File: src/hdl/tmqb_pkg.sv
`default_nettype none
package tmqb_pkg;

  localparam int QUEUES      = 8;
  localparam int DEPTH       = 16;
  localparam int MSG_LEN_MAX = 1024;

  localparam int QW = (QUEUES > 1) ? $clog2(QUEUES) : 1;
  localparam int PW = $clog2(DEPTH);
  localparam int CW = $clog2(DEPTH + 1);

  localparam int KEY_W    = 32;
  localparam int TYPE_W   = 63;
  localparam int LEN_W    = 11;
  localparam int PAY_W    = 32;
  localparam int HANDLE_W = 4;
  localparam int LCMP_W   = 17;

  typedef enum logic [2:0] {
    ST_OK        = 3'd0,
    ST_EXISTS    = 3'd1,
    ST_NOT_FOUND = 3'd2,
    ST_NO_SPACE  = 3'd3,
    ST_INVALID   = 3'd4,
    ST_AGAIN     = 3'd5,
    ST_NO_MSG    = 3'd6,
    ST_MUST_WAIT = 3'd7
  } status_e;

  typedef enum logic [2:0] {
    FN_GET    = 3'd0,
    FN_SEND   = 3'd1,
    FN_RECV   = 3'd2,
    FN_REMOVE = 3'd3,
    FN_STAT   = 3'd4
  } func_e;

  typedef enum logic [1:0] {
    CELL_HOLD  = 2'd0,
    CELL_SHIFT = 2'd1,
    CELL_LOAD  = 2'd2
  } cell_op_e;

  typedef enum logic [2:0] {
    Q_IDLE   = 3'd0,
    Q_ALLOC  = 3'd1,
    Q_WRITE  = 3'd2,
    Q_ROTATE = 3'd3,
    Q_DROP   = 3'd4,
    Q_FREE   = 3'd5
  } q_op_e;

  typedef struct packed {
    logic [TYPE_W-1:0] typ;
    logic [LEN_W-1:0]  len;
    logic [PAY_W-1:0]  pay;
  } entry_t;

  typedef struct packed {
    q_op_e            op;
    logic [KEY_W-1:0] key;
    logic [PW-1:0]    pos;
    entry_t           ent;
  } q_ctrl_t;

  typedef struct packed {
    logic             live;
    logic [KEY_W-1:0] key;
    logic [CW-1:0]    fill;
    entry_t           head;
  } q_stat_t;

endpackage
`default_nettype wire

File: src/hdl/tmqb_entry_cell.sv
`default_nettype none
module tmqb_entry_cell (
  input  wire logic              clk_i,
  input  wire tmqb_pkg::cell_op_e op_i,
  input  wire tmqb_pkg::entry_t  nbr_i,
  input  wire tmqb_pkg::entry_t  load_i,
  output tmqb_pkg::entry_t       data_o
);
  import tmqb_pkg::*;

  entry_t data_q;

  always_ff @(posedge clk_i) begin
    unique case (op_i)
      CELL_SHIFT: data_q <= nbr_i;
      CELL_LOAD:  data_q <= load_i;
      default:    data_q <= data_q;
    endcase
  end

  assign data_o = data_q;
endmodule
`default_nettype wire

File: src/hdl/tmqb_queue.sv
`default_nettype none
module tmqb_queue (
  input  wire logic              clk_i,
  input  wire logic              rst_ni,
  input  wire tmqb_pkg::q_ctrl_t ctrl_i,
  output tmqb_pkg::q_stat_t      stat_o
);
  import tmqb_pkg::*;

  logic             live_q, live_d;
  logic [KEY_W-1:0] key_q, key_d;
  logic [CW-1:0]    fill_q, fill_d;
  entry_t           cell_data [DEPTH];
  cell_op_e         cell_op [DEPTH];

  // Entry 0 is always the oldest; a rotation walks every cell past slot 0.
  always_comb begin
    for (int i = 0; i < DEPTH; i++) begin
      cell_op[i] = CELL_HOLD;
      unique case (ctrl_i.op)
        Q_ROTATE: cell_op[i] = CELL_SHIFT;
        Q_DROP:   if (PW'(i) >= ctrl_i.pos) cell_op[i] = CELL_SHIFT;
        Q_WRITE:  if (CW'(i) == fill_q) cell_op[i] = CELL_LOAD;
        default:  cell_op[i] = CELL_HOLD;
      endcase
    end
  end

  for (genvar g = 0; g < DEPTH; g++) begin : g_cell
    tmqb_entry_cell u_cell (
      .clk_i  (clk_i),
      .op_i   (cell_op[g]),
      .nbr_i  (cell_data[(g + 1) % DEPTH]),
      .load_i (ctrl_i.ent),
      .data_o (cell_data[g])
    );
  end

  always_comb begin
    live_d = live_q;
    key_d  = key_q;
    fill_d = fill_q;
    unique case (ctrl_i.op)
      Q_ALLOC: begin
        live_d = 1'b1;
        key_d  = ctrl_i.key;
        fill_d = '0;
      end
      Q_WRITE: fill_d = fill_q + CW'(1);
      Q_DROP:  fill_d = fill_q - CW'(1);
      Q_FREE: begin
        live_d = 1'b0;
        fill_d = '0;
      end
      default: ;
    endcase
  end

  always_ff @(posedge clk_i or negedge rst_ni) begin
    if (!rst_ni) begin
      live_q <= 1'b0;
      fill_q <= '0;
    end else begin
      live_q <= live_d;
      fill_q <= fill_d;
    end
  end

  always_ff @(posedge clk_i) begin
    key_q <= key_d;
  end

  assign stat_o.live = live_q;
  assign stat_o.key  = key_q;
  assign stat_o.fill = fill_q;
  assign stat_o.head = cell_data[0];
endmodule
`default_nettype wire

File: config.mk
export PLATFORM = sky130hd
export DESIGN_NAME = tmqb_queue
export DESIGN_NICKNAME = d
export VERILOG_FILES = /design/src/hdl/tmqb_pkg.sv /design/src/hdl/tmqb_entry_cell.sv /design/src/hdl/tmqb_queue.sv
export SDC_FILE = /design/constraint.sdc
export NUM_CORES = 2
export LEC_CHECK = 0
export BUFFER_PORTS_ARGS = -buffer_cell sky130_fd_sc_hd__clkbuf_2
export CORE_MARGIN = 2
export CORE_UTILIZATION = 25
export DETAILED_ROUTE_END_ITERATION = 12
export GPL_ROUTABILITY_DRIVEN = 0
export GPL_TIMING_DRIVEN = 1
export PLACE_DENSITY = 0.51
export SYNTH_ARGS = -nofsm -noshare
export SYNTH_HDL_FRONTEND = slang
export SYNTH_HIERARCHICAL = 1
export SYNTH_SLANG_ARGS = --single-unit
File: constraint.sdc
create_clock -name clk_i -period 8.7 [get_ports clk_i]
set_input_delay 0.87 -clock clk_i [delete_from_list [all_inputs] [get_ports clk_i]]
set_output_delay 0.87 -clock clk_i [all_outputs]
set_load 0.01 [all_outputs]
* Word-level counts from Yosys, hierarchy flattened *
Cells that the tools add are included.

cells by class
  $add $sub $neg = 2
  $lt $le $gt $ge = 16
  eq/ne operators = 52
  mux-type cells = 66
  reduce and logical (&&, ||, !) cells = 20

operators by type and width
  kind                                                  count
  case mux 106 bit (2 select lines)                     16
  case mux 2 bit (3 select lines)                       16
  equality test 4 x 5 -> 1 bit (first input constant)   8
  nonzero test 2 bit                                    17
  equality test 2 x 1 -> 1 bit (second input constant)  16
  equality test 2 bit (second input constant)           16
  >= comparator 4 bit (first input constant)            8
  2-to-1 mux 2 bit                                      16
  equality test 3 x 5 -> 1 bit (first input constant)   4
  >= comparator 3 x 4 -> 1 bit (first input constant)   4
  2-to-1 mux 1 bit                                      16
  case mux 5 bit (3 select lines)                       1
  equality test 2 x 5 -> 1 bit (first input constant)   2
  >= comparator 1 x 4 -> 1 bit (first input constant)   2
  >= comparator 2 x 4 -> 1 bit (first input constant)   2
  equality test 3 x 2 -> 1 bit (second input constant)  2
  equality test 3 bit (second input constant)           2
  adder 5 x 1 -> 5 bit (second input constant)          1
  equality test 1 x 5 -> 1 bit (first input constant)   1
  zero test 5 bit                                       1
  subtractor 5 x 1 -> 5 bit (second input constant)     1
  equality test 3 x 1 -> 1 bit (second input constant)  1
  nonzero test 3 bit                                    1
  case mux 1 bit (2 select lines)                       1
  OR reduction 2 bit                                    1

storage, ports and cells
  register bits after elaboration = 1734
  word-level logic and storage cells = 207

* Logic depth before layout (Yosys ltp) *
  depth after elaboration = 5
  depth in mapped cells = 11

* Cells and area by module *
The synthesis kept the hierarchy.

modules (own cells, without submodules)
  module           times used  cells each  area each (um2)  seq. area each (um2)
  tmqb_entry_cell  16          227         4644.5           3183.1
  tmqb_queue       1           148         1780.5           1111.1

* Worst setup path before layout *
Ideal clock, no wire load.

  path type = input to register
  start point = in ctrl_i[143] in the netlist's numbering
  end point = reg g_cell[0].u_cell.data_q (netlist bit g_cell[0].u_cell/data_o[0]), enable pin
  library setup time = 0.460 ns
  data arrival time = 4.444 ns
  data required time = 8.240 ns
  path slack = 3.797 ns
  stages on the path = 8
  buffers on the path = 2
  cell sequence = buf_6 or4b_1 buf_2 or3_1 o21ai_2 inv_1 ha_1 inv_1

RTL lines
  item                    RTL line               RTL
  start: declaration      tmqb_queue.sv:5        input wire tmqb_pkg::q_ctrl_t ctrl_i,
  end signal: assignment  tmqb_entry_cell.sv:15  CELL_SHIFT: data_q <= nbr_i;
  end signal: assignment  tmqb_entry_cell.sv:16  CELL_LOAD: data_q <= load_i;
  end signal: assignment  tmqb_entry_cell.sv:17  default: data_q <= data_q;
  end: declaration        tmqb_entry_cell.sv:11  entry_t data_q;

==> run_results.csv <==
group,metric,value,unit
outcome,status,"completed",
synthesis,synth.top_cells.by_area,"edfxtp_1 68%, mux2_2 16%, mux2_4 13%",
pwr,p_leak,29.1,nW
timing,tightestPinTransition,1060,ps
clock_network,clkSlewWorstSetupHoldPaths,70,ps
critical_path,path_class,"flip-flop to flip-flop",
clock_network,cts_sinks,1734,
critical_path,endpoint_kind,"flip-flop",
finish,layout-drive-gt1-share,0.547,
clock_network,cts_tree,"done",
detailed_routing,dr.pass1.iters,5,
place,dp_slack,3720,ps
clock_network,cts_setup_buffers,0,
timing,worst_slack,4380,ps
critical_path,ff2ff_path_depth,7,
place,placedCellCount,7895,
finish,final_util,0.289,
clock_network,cts_resized,0,
floorplanning,start_util,0.251,
critical_path,endpoint,"g_cell[5].u_cell/data_o[3]",
finish,final_area,0.0876,mm2
pwr,power.total,19.0,mW
floorplanning,fp.dieH,556,um
global_route,antenna_found_initial,42,
synthesis,yosysTopAreaCell,"edfxtp_1",
global_route,track_usage,0.129,
critical_path,cp_max_fo,32,
timing,hold_slack,202,ps
detailed_routing,dr_total_vias,36200,
timing,fin_crit,4320,ps
finish,finalNonFillerCells,8233,
critical_path,startpoint_type,"flip-flop",
synthesis,yosys-top-cells-count,"1728 x edfxtp_1, 1056 x mux2_2, 640 x mux2_4",
synthesis,synth-edff-count,1728,
floorplanning,die_x,556,um
synthesis,synth_ff_type,"edfxtp_1",
timing,finalHoldViolCount,0,
timing,fin_crit_sh,0.496,
clock_network,cts_root_buffer,"clkbuf_16",
place,dpl-instance-area,0.0817,mm2
clock_network,insertion_delay,840,ps
synthesis,synth_top_area_frac,0.682,
critical_path,critPathLaunch,"fill_q[4]",
synthesis,synth-seq-cells,1734,
run,cap_violations,0,
critical_path,rr_startpoint,"fill_q[4]",
detailed_routing,wl,204000,um
floorplanning,core_area,0.303,mm2
synthesis,synthArstFlopShare,0.00346,
floorplanning,io_pins,291,
synthesis,synthesis.nets,3949,
global_route,grt_pass1_wl,289000,um
timing,tns,0,ps
detailed_routing,routedWlPerCell,24.8,um
global_route,grt_max_degree,85,
pwr,powerDensity,217,mW/mm2
synthesis,synth_seq_area_share,0.684,
floorplanning,rows,202,
timing,rsz0062_at_grt,"false",
finish,syn_to_final_growth,15.1,%
critical_path,timing.rr.end,"g_cell[5].u_cell/data_o[3]",
floorplanning,dieArea,0.309,mm2
timing,slew_headroom,0.294,
detailed_routing,drt_iter0_drc,2936,
detailed_routing,ant_nets,0,
clock_network,clockBufferDepth,4,
synthesis,avgSynthCellArea,20.1,um2
finish,finalNetCount,4278,
synthesis,synth_cells,3780,
pwr,ir_drop,0.135,mV
min_path,hold_class,"input pin to flip-flop",
critical_path,cp.arrival,4870,ps
clock_network,cts-buffers-inserted,189,
critical_path,cp.required,9250,ps
timing,maxSlewViolCount,0,
clock_network,htreeDepth,4,
global_route,overflow,0,
timing,setup-violations-final,0,
global_route,grt_pass1_vias,37800,
detailed_routing,drcViolationCount,0,
detailed_routing,via_per_inst,4.39,
clock_network,cts_hold_buf,1,
critical_path,r2r_setup_slack,4380,ps
synthesis,synth_cell_types,36,
synthesis,yosysMostFrequentCell,"edfxtp_1",
synthesis,syn_area,0.0761,mm2
place,port_buffers,290,
synthesis,ys_warn_count,6,
timing,fin_skew,56.7,ps
finish,fillers,29900,
timing,fmax,232,MHz
place,hpwl,111000,um
[how the worst min path moves through the flow]
stage,end,slack [ps],startpoint,cells past startpoint
finish,key_q[2],200,ctrl_i[112],1
global route,key_q[25],160,ctrl_i[135],1
CTS,key_q[2],130,ctrl_i[112],1
detailed placement,g_cell[14].u_cell/data_o[15],530,g_cell[15].u_cell/data_o[15],1
global placement,g_cell[4].u_cell/data_o[41],530,g_cell[5].u_cell/data_o[41],1
floorplan,live_q,480,live_q,2
[sequential cells by signal, summed over array words and instances, names as in the netlist]
signal / cells
fill_q: 5
g_cell.u_cell/data_o: 1696
live_q: 1
key_q: 32
[critical path, cell delays in order (launching register included)]
cell and delay (ps):
dfrtp_1 450, nor4b_1 800, nand2_1 260, nor2_1 280, ha_4 410, buf_4 640, buf_4 640, mux2_2 410
[cells by family (layout without fill, tap and decap cells)]
logic type,after synthesis,after routing,synth area share
AOI/OAI and AO/OA,33,33,0.00294
other,0,5,0
and+or+nand+nor,51,51,0.00342
buffers and inverters,240,710,0.0231
muxes,1698,1698,0.283
xor gates and xnor gates,2,2,0.000230
adders and majority gates,22,22,0.00362
DFF,1734,1734,0.684
[cell usage in the layout (no fill, tap or decap), types with 9 or more instances in the layout]
master	Yosys	final
mux2_4	640	640
mux2_2	1056	1056
nand2_1	14	14
o21ai_0	15	15
buf_4	1	41
clkbuf_1	8	34
nor2_1	14	14
ha_4	0	16
buf_12	0	9
clkinv_1	0	46
clkbuf_16	0	191
bufinv_16	0	19
inv_1	37	21
edfxtp_1	1728	1728
inv_6	0	20
clkinv_2	0	32
clkbuf_2	0	290
[cell type report]
class                           count  area (um2)  area share
Clock buffer                      225        4910      0.0560
Tap cell                         3978        4980      0.0568
Timing Repair Buffer              341        1950      0.0222
Sequential cell                  1734       52000       0.594
Inverter                           37         219     0.00250
Antenna cell                        5        12.5    0.000143
Multi-Input combinational cell   1806       22500       0.257
Clock inverter                    107        1010      0.0115
[where the power goes]
part           internal, mW  switching, mW  leakage, nW  total [mW]
registers              9.71          0.152         16.1        9.86
clock network          4.57           3.36         2.90        7.93
logic                 0.486          0.727         10.1        1.21
[layer usage]
layer  track usage  vias to the layer above  wire length [um]
met5             0                        -                97
met4        0.0312                       16              4760
met3        0.0269                      291             11300
met2         0.193                      919             88600
met1         0.188                    19400             99600
li1              -                    15600                 -
Note: power is estimated with default switching activity, not from simulation.
